<file path="config.mk">
export PLATFORM = sky130hd
export DESIGN_NAME = extended_gcd
export DESIGN_NICKNAME = d
export VERILOG_FILES = /design/src/hw/rtl/egcd_pkg.sv /design/src/hw/rtl/extended_gcd.sv /design/src/hw/rtl/egcd_dp.sv /design/src/hw/rtl/egcd_ctrl.sv
export SDC_FILE = /design/constraint.sdc
export NUM_CORES = 1
export LEC_CHECK = 0
export BUFFER_PORTS_ARGS = -buffer_cell sky130_fd_sc_hd__buf_2
export CAP_MARGIN = 40
export CELL_PAD_IN_SITES_DETAIL_PLACEMENT = 0
export CELL_PAD_IN_SITES_GLOBAL_PLACEMENT = 1
export CORE_MARGIN = 2
export CORE_UTILIZATION = 48
export CTS_CLUSTER_DIAMETER = 100
export CTS_CLUSTER_SIZE = 30
export DETAILED_ROUTE_END_ITERATION = 6
export GPL_TIMING_DRIVEN = 0
export PLACE_DENSITY = 0.91
export SLEW_MARGIN = 10
export SYNTH_ARGS = -nofsm -noshare
export SYNTH_HDL_FRONTEND = slang
export SYNTH_HIERARCHICAL = 1
export SYNTH_SLANG_ARGS = --single-unit
</file>
<file path="constraint.sdc">
create_clock -name clk_i -period 10.6 [get_ports clk_i]
set_input_delay 2.12 -clock clk_i [delete_from_list [all_inputs] [get_ports clk_i]]
set_output_delay 2.12 -clock clk_i [all_outputs]
set_load 0.02 [all_outputs]
</file>
<file path="src/hw/rtl/egcd_pkg.sv">
// egcd_pkg: shared constants and types for the extended gcd block
// used by egcd_ctrl, egcd_dp and extended_gcd; no dependencies
package egcd_pkg;

  localparam int unsigned EGCD_DATA_WIDTH = 32;

  // commands from the sequencer to the shift/subtract unit
  typedef struct packed {
    logic load;   // take a new operand pair
    logic init;   // start a quotient step
    logic shift;  // align divisor one bit up
    logic sub;    // one restoring subtract bit
    logic emit;   // copy finished result to the output register
  } egcd_cmd_t;

  // status from the unit back to the sequencer
  typedef struct packed {
    logic rc_zero;  // current remainder is zero, recurrence done
    logic fits;     // divisor may move up one more bit
    logic k_zero;   // lowest quotient bit reached
  } egcd_sts_t;

  typedef enum logic [3:0] {
    S_IDLE  = 4'b0001,
    S_CHECK = 4'b0010,
    S_ALIGN = 4'b0100,
    S_SUB   = 4'b1000
  } egcd_state_e;

endpackage

</file>
<file path="src/hw/rtl/extended_gcd.sv">
// extended_gcd: gcd and Bezout coefficients by the quotient-based Euclidean recurrence
// each quotient step first aligns the divisor upwards and then runs a restoring subtract
// for each quotient bit in the shared shift/subtract unit; when operand b is zero, no
// quotient step runs and the result goes straight to the output register
// throughput: one transaction at a time; the next is taken the cycle after the result enters
// the output register, and a finished result waits while that register is still full
// reset: asynchronous, active low; clears the sequencer and the output valid only
module extended_gcd import egcd_pkg::*; #(
  parameter int unsigned DATA_WIDTH = EGCD_DATA_WIDTH
) (
  input  logic                  clk_i,
  input  logic                  rst_ni,
  input  logic                  in_valid_i,
  output logic                  in_ready_o,
  input  logic [DATA_WIDTH-2:0] operand_a_i,
  input  logic [DATA_WIDTH-2:0] operand_b_i,
  output logic                  out_valid_o,
  input  logic                  out_ready_i,
  output logic [DATA_WIDTH-2:0] divisor_o,
  output logic [DATA_WIDTH-1:0] coef_a_o,
  output logic [DATA_WIDTH-1:0] coef_b_o
);

  egcd_cmd_t cmd;
  egcd_sts_t sts;

  egcd_ctrl u_ctrl (
    .clk_i       (clk_i),
    .rst_ni      (rst_ni),
    .in_valid_i  (in_valid_i),
    .in_ready_o  (in_ready_o),
    .out_valid_o (out_valid_o),
    .out_ready_i (out_ready_i),
    .sts_i       (sts),
    .cmd_o       (cmd)
  );

  egcd_dp #(
    .DATA_WIDTH (DATA_WIDTH)
  ) u_dp (
    .clk_i       (clk_i),
    .operand_a_i (operand_a_i),
    .operand_b_i (operand_b_i),
    .cmd_i       (cmd),
    .sts_o       (sts),
    .divisor_o   (divisor_o),
    .coef_a_o    (coef_a_o),
    .coef_b_o    (coef_b_o)
  );

endmodule

</file>
<file path="src/hw/rtl/egcd_dp.sv">
// egcd_dp: remainder and coefficient registers with the shared shift/subtract unit
// depends on egcd_pkg
module egcd_dp import egcd_pkg::*; #(
  parameter int unsigned DATA_WIDTH = EGCD_DATA_WIDTH
) (
  input  logic                  clk_i,
  input  logic [DATA_WIDTH-2:0] operand_a_i,
  input  logic [DATA_WIDTH-2:0] operand_b_i,
  input  egcd_cmd_t             cmd_i,
  output egcd_sts_t             sts_o,
  output logic [DATA_WIDTH-2:0] divisor_o,
  output logic [DATA_WIDTH-1:0] coef_a_o,
  output logic [DATA_WIDTH-1:0] coef_b_o
);

  localparam int unsigned OpW = DATA_WIDTH - 1;
  localparam int unsigned KW  = (OpW > 1) ? $clog2(OpW) : 1;

  logic [OpW-1:0]        rp_q, rc_q, d_q;
  logic [DATA_WIDTH-1:0] xp_q, xc_q, yp_q, yc_q, xs_q, ys_q;
  logic [KW-1:0]         k_q;
  logic [OpW-1:0]        div_q;
  logic [DATA_WIDTH-1:0] ca_q, cb_q;

  logic                  ge;
  logic [OpW-1:0]        rp_sub;
  logic [DATA_WIDTH-1:0] xp_sub, yp_sub;

  // one restoring bit: subtract shifted divisor and shifted coefficients
  assign ge     = (d_q <= rp_q);
  assign rp_sub = ge ? (rp_q - d_q) : rp_q;
  assign xp_sub = ge ? (xp_q - xs_q) : xp_q;
  assign yp_sub = ge ? (yp_q - ys_q) : yp_q;

  assign sts_o.rc_zero = (rc_q == '0);
  assign sts_o.fits    = ({d_q, 1'b0} <= {1'b0, rp_q});
  assign sts_o.k_zero  = (k_q == '0);

  always_ff @(posedge clk_i) begin
    if (cmd_i.load) begin
      rp_q <= operand_a_i;
      rc_q <= operand_b_i;
      xp_q <= DATA_WIDTH'(1);
      xc_q <= '0;
      yp_q <= '0;
      yc_q <= DATA_WIDTH'(1);
    end else if (cmd_i.init) begin
      d_q  <= rc_q;
      xs_q <= xc_q;
      ys_q <= yc_q;
      k_q  <= '0;
    end else if (cmd_i.shift) begin
      d_q  <= {d_q[OpW-2:0], 1'b0};
      xs_q <= {xs_q[DATA_WIDTH-2:0], 1'b0};
      ys_q <= {ys_q[DATA_WIDTH-2:0], 1'b0};
      k_q  <= k_q + KW'(1);
    end else if (cmd_i.sub) begin
      if (k_q == '0) begin
        // quotient complete: rotate the recurrence
        rp_q <= rc_q;
        rc_q <= rp_sub;
        xp_q <= xc_q;
        xc_q <= xp_sub;
        yp_q <= yc_q;
        yc_q <= yp_sub;
      end else begin
        rp_q <= rp_sub;
        xp_q <= xp_sub;
        yp_q <= yp_sub;
        d_q  <= {1'b0, d_q[OpW-1:1]};
        xs_q <= {xs_q[DATA_WIDTH-1], xs_q[DATA_WIDTH-1:1]};
        ys_q <= {ys_q[DATA_WIDTH-1], ys_q[DATA_WIDTH-1:1]};
        k_q  <= k_q - KW'(1);
      end
    end
  end

  always_ff @(posedge clk_i) begin
    if (cmd_i.emit) begin
      div_q <= rp_q;
      ca_q  <= xp_q;
      cb_q  <= yp_q;
    end
  end

  assign divisor_o = div_q;
  assign coef_a_o  = ca_q;
  assign coef_b_o  = cb_q;

endmodule

</file>
<file path="src/hw/rtl/egcd_ctrl.sv">
// egcd_ctrl: sequencer for the extended gcd iteration and the handshakes
// depends on egcd_pkg
module egcd_ctrl import egcd_pkg::*; (
  input  logic      clk_i,
  input  logic      rst_ni,
  input  logic      in_valid_i,
  output logic      in_ready_o,
  output logic      out_valid_o,
  input  logic      out_ready_i,
  input  egcd_sts_t sts_i,
  output egcd_cmd_t cmd_o
);

  egcd_state_e state_q, state_d;
  logic        out_valid_q, out_valid_d;

  always_comb begin
    state_d     = state_q;
    cmd_o       = '0;
    in_ready_o  = 1'b0;
    out_valid_d = out_valid_q && !out_ready_i;
    case (state_q)
      S_IDLE: begin
        in_ready_o = 1'b1;
        if (in_valid_i) begin
          cmd_o.load = 1'b1;
          state_d    = S_CHECK;
        end
      end
      S_CHECK: begin
        if (sts_i.rc_zero) begin
          // result waits here until the output register is free
          if (!out_valid_q || out_ready_i) begin
            cmd_o.emit  = 1'b1;
            out_valid_d = 1'b1;
            state_d     = S_IDLE;
          end
        end else begin
          cmd_o.init = 1'b1;
          state_d    = S_ALIGN;
        end
      end
      S_ALIGN: begin
        if (sts_i.fits) begin
          cmd_o.shift = 1'b1;
        end else begin
          state_d = S_SUB;
        end
      end
      S_SUB: begin
        cmd_o.sub = 1'b1;
        if (sts_i.k_zero) begin
          state_d = S_CHECK;
        end
      end
      default: begin
        state_d = S_IDLE;
      end
    endcase
  end

  always_ff @(posedge clk_i or negedge rst_ni) begin
    if (!rst_ni) begin
      state_q     <= S_IDLE;
      out_valid_q <= 1'b0;
    end else begin
      state_q     <= state_d;
      out_valid_q <= out_valid_d;
    end
  end

  assign out_valid_o = out_valid_q;

endmodule

</file>
Word level (Yosys, flattened, before mapping). Index checks and enable logic that the tools add are counted.

Logic and storage cells: 105. Register bits after elaboration: 390. Bits of input ports: 66. Output and inout port bits: 97.

Reductions and logical operators: 17. Add/sub/neg operators: 5. Mux-type cells: 50. Order comparisons: 2. Eq/ne operators: 11. Bitwise gates (word level): 3.

Operators by type and width (count): two-way mux 31 bit (17); two-way mux 32 bit (10); subtractor 32 bit (2); <= comparator 32 x 31 -> 1 bit (1); <= comparator 31 bit (1); zero test 31 bit (1); subtractor 31 bit (1); two-way mux 4 bit (5); case mux 4 bit (4 select lines) (1); two-way mux 5 bit (3); two-way mux 1 bit (14); AND reduction 4 bit (3); AND reduction 3 bit (3); inequality test 2 bit, second input constant (3); nonzero test 2 bit (3); adder 5 x 1 -> 5 bit, second input constant (1); zero test 5 bit (1); subtractor 5 x 1 -> 5 bit, second input constant (1); equality test 4 x 1 -> 1 bit, second input constant (1); equality test 4 x 2 -> 1 bit, second input constant (1); equality test 4 x 3 -> 1 bit, second input constant (1); equality test 4 bit, second input constant (1); inequality test 2 x 1 -> 1 bit, second input constant (2); inequality test 3 x 2 -> 1 bit, second input constant (1); 7 further kinds (10).

Depth between registers and ports, before layout.
Word-level depth: 7. Depth in mapped cells: 25. Gate-level depth less buffers: 22.

Modules after synthesis. The synthesis kept the hierarchy.

Modules (own cells, without submodules): egcd_dp (times used 1, area each 22816.9 µm², sequential area each 10279.9 µm², cells each 2449); egcd_ctrl (times used 1, area each 375.4 µm², sequential area each 126.4 µm², cells each 44).

Worst setup path before layout. No wires, ideal clock.

Path type: input port to flip-flop. Start point: in in_valid_i. End point: reg u_dp.d_q[0], enable pin. Cell stages on the path: 5. Library setup time: 0.587 ns. Path slack: 2.449 ns. Required time: 10.013 ns. Path buffers: 3. Data arrival time: 7.564 ns. Path through: and2_1 clkbuf_1 clkbuf_1 clkbuf_1 a21oi_1.

Word-level cells in the longest chain between the ends: 4.

Ends and longest elaborated chain: start: declaration (line extended_gcd.sv:13) `input logic in_valid_i,`; two-way mux 1 bit (line egcd_ctrl.sv:25) `if (in_valid_i) begin`; two-way mux 1 bit (line egcd_ctrl.sv:22) `case (state_q)`; NOT 1 bit (no line); AND reduction 3 bit (no line); end signal: assignment (line egcd_dp.sv:48) `d_q <= rc_q;`; end signal: assignment (line egcd_dp.sv:53) `d_q <= {d_q[OpW-2:0], 1'b0};`; end signal: assignment (line egcd_dp.sv:70) `d_q <= {1'b0, d_q[OpW-1:1]};`; end: declaration (line egcd_dp.sv:19) `logic [OpW-1:0] rp_q, rc_q, d_q;`.

Every way passes these cells. A chain may end at the register's enable or synchronous reset.

==> impl_summary.md <==
Logic synthesis
The combinational family with the most area after synthesis is compound AO/OA/AOI/OAI gates. The synthesized cell area is 23200 um2. The multiplexer share of the synthesized area is 6.25%. The number of nets produced by synthesis is 2689. The number of synthesis warnings is 6. The proportion of synthesized chip area in sequential cells is 44.9%. Averaged over all synthesized cells, the footprint is 9.30 um2.

Summing the areas of all compound-gate instances in the mapped netlist gives 20.5% of the synthesized area. Yosys mapped a number of flops with a built-in enable equal to 257. In the synthesized netlist the dominant register cell turns out to be sky130_fd_sc_hd__edfxtp_1. In the synthesized netlist the async set-or-reset flop fraction comes to 1.28%.

The simple-gate portion of the synthesized area is 12.7%. The post-synthesis instance total is 2493. The unique cell type count in the Yosys netlist is 79.

The synthesis-stage register bit count is 390. Summing the areas of all xor and xnor instances in the mapped netlist gives 3.29% of the synthesized area. After Yosys synthesis, full adders, half adders and majority gates account for 7.14% of the synthesized area.

Worst setup path
At the worst endpoint, the required time is 10.92 ns. Of all nets on the critical path, the largest fanout is 18. The number of gates on the worst path with buffers counted is 22.

The largest single stage delay on the critical path is 0.75 ns. For the worst setup path, the data arrival time is 6.77 ns. The setup slack of the worst register-to-register path is 4.15 ns. The reg-to-reg critical path startpoint is u_dp/rp_q[9]. The critical path is of the flip-flop to flip-flop type.

The element type at the critical path start is a flip-flop. In this run the worst setup path terminates at u_dp/rp_q[13]. Walking the worst path, the cells encountered are inv_1 > ha_1 > a21o_1 > a21o_1 > a21o_1 > a21oi_1 > nor2b_1 > o21ai_0 > nand2b_1 > a221oi_1 > o31ai_1 > o211ai_1 > nand3b_1 > or3_1 > inv_1 > clkbuf_1 > nor2_1 > nand2_1 > clkbuf_1 > clkbuf_1 > nand2_2 > buf_16. The largest delay contributor family on the critical path is buffers and inverters.

In this run the critical register-to-register path is captured at u_dp/rp_q[13]. The worst path buffer plus inverter count is 6. The element type at the critical path end is a flip-flop. The launch point of the worst path is u_dp/rp_q[9].

The depth of the worst register-to-register path is 22. The cell type of the slowest stage on the worst timing path is sky130_fd_sc_hd__clkbuf_1.

Global routing
The largest net degree at the start of global routing is 32. After global routing the overflow that remains totals 0. The first global-routing pass estimated 126000 um of wire. The total routing resource utilization after global routing is 33.4%. The via count of the first global-routing pass was 20323. The number of antenna violations at the first check in global routing came to 0.

STA
Setup repair after global routing left no endpoint under its margin. Setup violations remaining at the end of the flow were counted as 0. The number of pins with negative max-slew slack in the final report is 0. The post-route fraction of the period consumed by the critical path is 60.8%. The total negative slack for setup checks is 0 ns. The clock period could shrink to 6.45 ns.

For this run, the top clock speed supported by timing is 155 MHz. In this run the tightest slew margin relative to its limit is 34.3%. The final hold violation count is 0.

The worst clock skew is 0.0367 ns. For the pin with the worst max-slew slack, the measured transition is 0.986 ns.

Detailed routing
The routed via count is 21023. The first detailed-routing pass took 7 iterations. After detailed routing, the number of remaining DRC violations is 0. The via count normalized by instance count is 6.31.

The post-detailed-route count of antenna-violating nets is 0. In this run, the number of DRC markers left after iteration 0 of detailed routing was 2335. The average routed wire per standard cell is 25.7 um.

After detailed routing, the total wire length is 85600 um.

Status
The run finished with clean final reports.

Power and ir drop
The analysis attributes to cell leakage a power of 0.0103 uW. The power density relative to cell area is 287 nW/um2. Overall power consumption after layout is estimated at 7430 uW.

The highest ir drop seen on vdd is 149 uV.

Floorplan
The die is 224 um wide. The initial core utilization is 48.6%. In this run the count of I/O pins placed on the die edge is 163. The area of the die is 50100 um2.

The core region is 47700 um2. The cell row count is 80. The vertical die dimension is 224 um.

Clock network
Once the clock tree was built, the resizer swapped 0 gates to a different size. The clock edge transition at the registers on the reported setup and hold paths is 0.12 ns. For this design, the CTS-stage hold fixing added 0 buffers. The longest clock path from root to sink contains 3 buffers. For the worst-skew pair, the clock arrives at the later sink with an insertion delay of 0.58 ns. The clock tree from TritonCTS is done. The clock root buffer is sky130_fd_sc_hd__clkbuf_16. Buffers inserted during clock tree synthesis total 18. In this run the number of H-tree levels came out at 1. The post-CTS setup buffer count is 0. The sink count of the clock tree is 390.

Job
The tool flagged a number of max-cap violations equal to 0.

Final layout
In the layout the commonest cells are sky130_fd_sc_hd__edfxtp_1, sky130_fd_sc_hd__nand2_1, sky130_fd_sc_hd__o21ai_0. The layout overhead on the synthesized area is 11.5%. The commonest non-fill, non-tap cell in the layout is sky130_fd_sc_hd__edfxtp_1. At the end of the flow, the number of nets in the layout was 2899.

The number of antenna repair diodes is 0. In the final layout, the share of cells above drive strength 1 is 10.6%.

Placement
Detailed placement finished with a half-perimeter wire length of 63900 um. Buffers placed on the I/O ports in this run total 162. The routability-driven placement congestion ratio is 0.982.

Hold path
The worst hold path belongs to the class flip-flop to flip-flop.
[registers in the layout, summed over array words and instances (netlist names), 4 cells and up]
signal / flops
u_dp/coef_b_o: 32
u_dp/yp_q: 32
u_dp/k_q: 5
u_dp/rp_q: 31
u_dp/coef_a_o: 32
u_dp/xs_q: 32
u_dp/rc_q: 31
u_dp/d_q: 31
u_dp/yc_q: 32
u_dp/xc_q: 32
u_dp/xp_q: 32
u_dp/divisor_o: 31
u_ctrl/state_q: 4
u_dp/ys_q: 32
[Yosys cell counts (all sizes together), types with 16 or more instances]
cell | count | area [um2]
nand2 | 251 | 942
nand3 | 36 | 180
buf | 45 | 243
nor2b | 20 | 125
edfxtp | 257 | 7720
a21o | 77 | 578
dfxtp | 128 | 2560
a31oi | 18 | 119
and3 | 17 | 106
o211ai | 30 | 225
clkbuf | 104 | 393
a211oi | 53 | 398
xnor2 | 43 | 377
o21ai | 251 | 1260
nor3 | 18 | 90.1
nor2 | 228 | 856
xor2 | 44 | 385
mux2i | 129 | 1290
inv | 155 | 582
nand2b | 16 | 100
a21oi | 226 | 1140
nand4 | 24 | 150
ha | 126 | 1580
[kinds of logic (layout without fill, tap and decap cells)]
group | after synthesis | after routing
AO/OA/AOI/OAI | 771 | 771
AND/OR/NAND/NOR | 668 | 668
flip-flops | 390 | 390
buffers and inverters | 304 | 526
multiplexers | 143 | 143
adder cells (fa/ha/maj) | 130 | 130
XOR/XNOR | 87 | 87
[worst min-delay path by stage]
stage / depth (start not counted) / to / slack, ns / startpoint
finish: 2 / u_dp/yc_q[16] / 0.48 / u_dp/yc_q[16]
global route: 2 / u_dp/yc_q[1] / 0.51 / u_dp/yc_q[1]
floorplan: 0 / u_dp/coef_a_o[0] / 0.43 / u_dp/xp_q[0]
global placement: 2 / u_dp/xc_q[0] / 0.45 / u_dp/xc_q[0]
detailed placement: 2 / u_dp/yc_q[16] / 0.46 / u_dp/yc_q[16]
CTS: 2 / u_dp/yc_q[16] / 0.48 / u_dp/yc_q[16]
[routing by layer]
metal  vias to the layer above  GRT usage, %  share of wire (%)
li1                       9417             -                  -
met2                      1217          56.4                 47
met1                     10172          43.3                 39
met3                       217          4.26                9.0
met5                         -             0                  0
met4                         0          14.3                4.5
[through the flow]
stage          hold slack (ns)  area (um2)  std cells  utilization [%]  setup WS, ns
2_1_floorplan            0.431       23200       2493                -          2.45
3_3_place_gp             0.454       24800       3270             51.9         -1.30
3_5_place_dp             0.464       25300       3298             52.9          4.32
4_1_cts                  0.480       25900       3330             54.2          4.27
5_1_grt                  0.514       25900       3330             54.2          3.89
6_report                 0.484       25900       3330             54.2          4.15
[area by class of cell]
type / instances / area [um2]
fill: 4348 / 21900
multi-input combinational: 1799 / 11600
sequential: 390 / 10400
timing repair buffer: 190 / 1280
tap: 615 / 769
buffer: 149 / 636
inverter: 155 / 582
clock buffer: 24 / 494
clock inverter: 8 / 101
[power by group]
| part | switching [uW] | leakage (uW) | total [uW] | internal (uW) |
|---|---|---|---|---|
| combinational | 2710 | 0.00658 | 4100 | 1390 |
| sequential | 298 | 0.00347 | 2420 | 2120 |
| clock | 540 | 0.000289 | 912 | 372 |
[worst register-to-register path, delay by kind of cell (launching register included)]
| kind | cells | cell delay, ns |
|---|---|---|
| buffers and inverters | 6 | 2.07 |
| AO/OA/AOI/OAI | 8 | 1.80 |
| AND/OR/NAND/NOR | 7 | 1.62 |
| flip-flops | 1 | 0.46 |
| adder cells (fa/ha/maj) | 1 | 0.25 |
No activity file was read; power rests on OpenSTA's default activity.
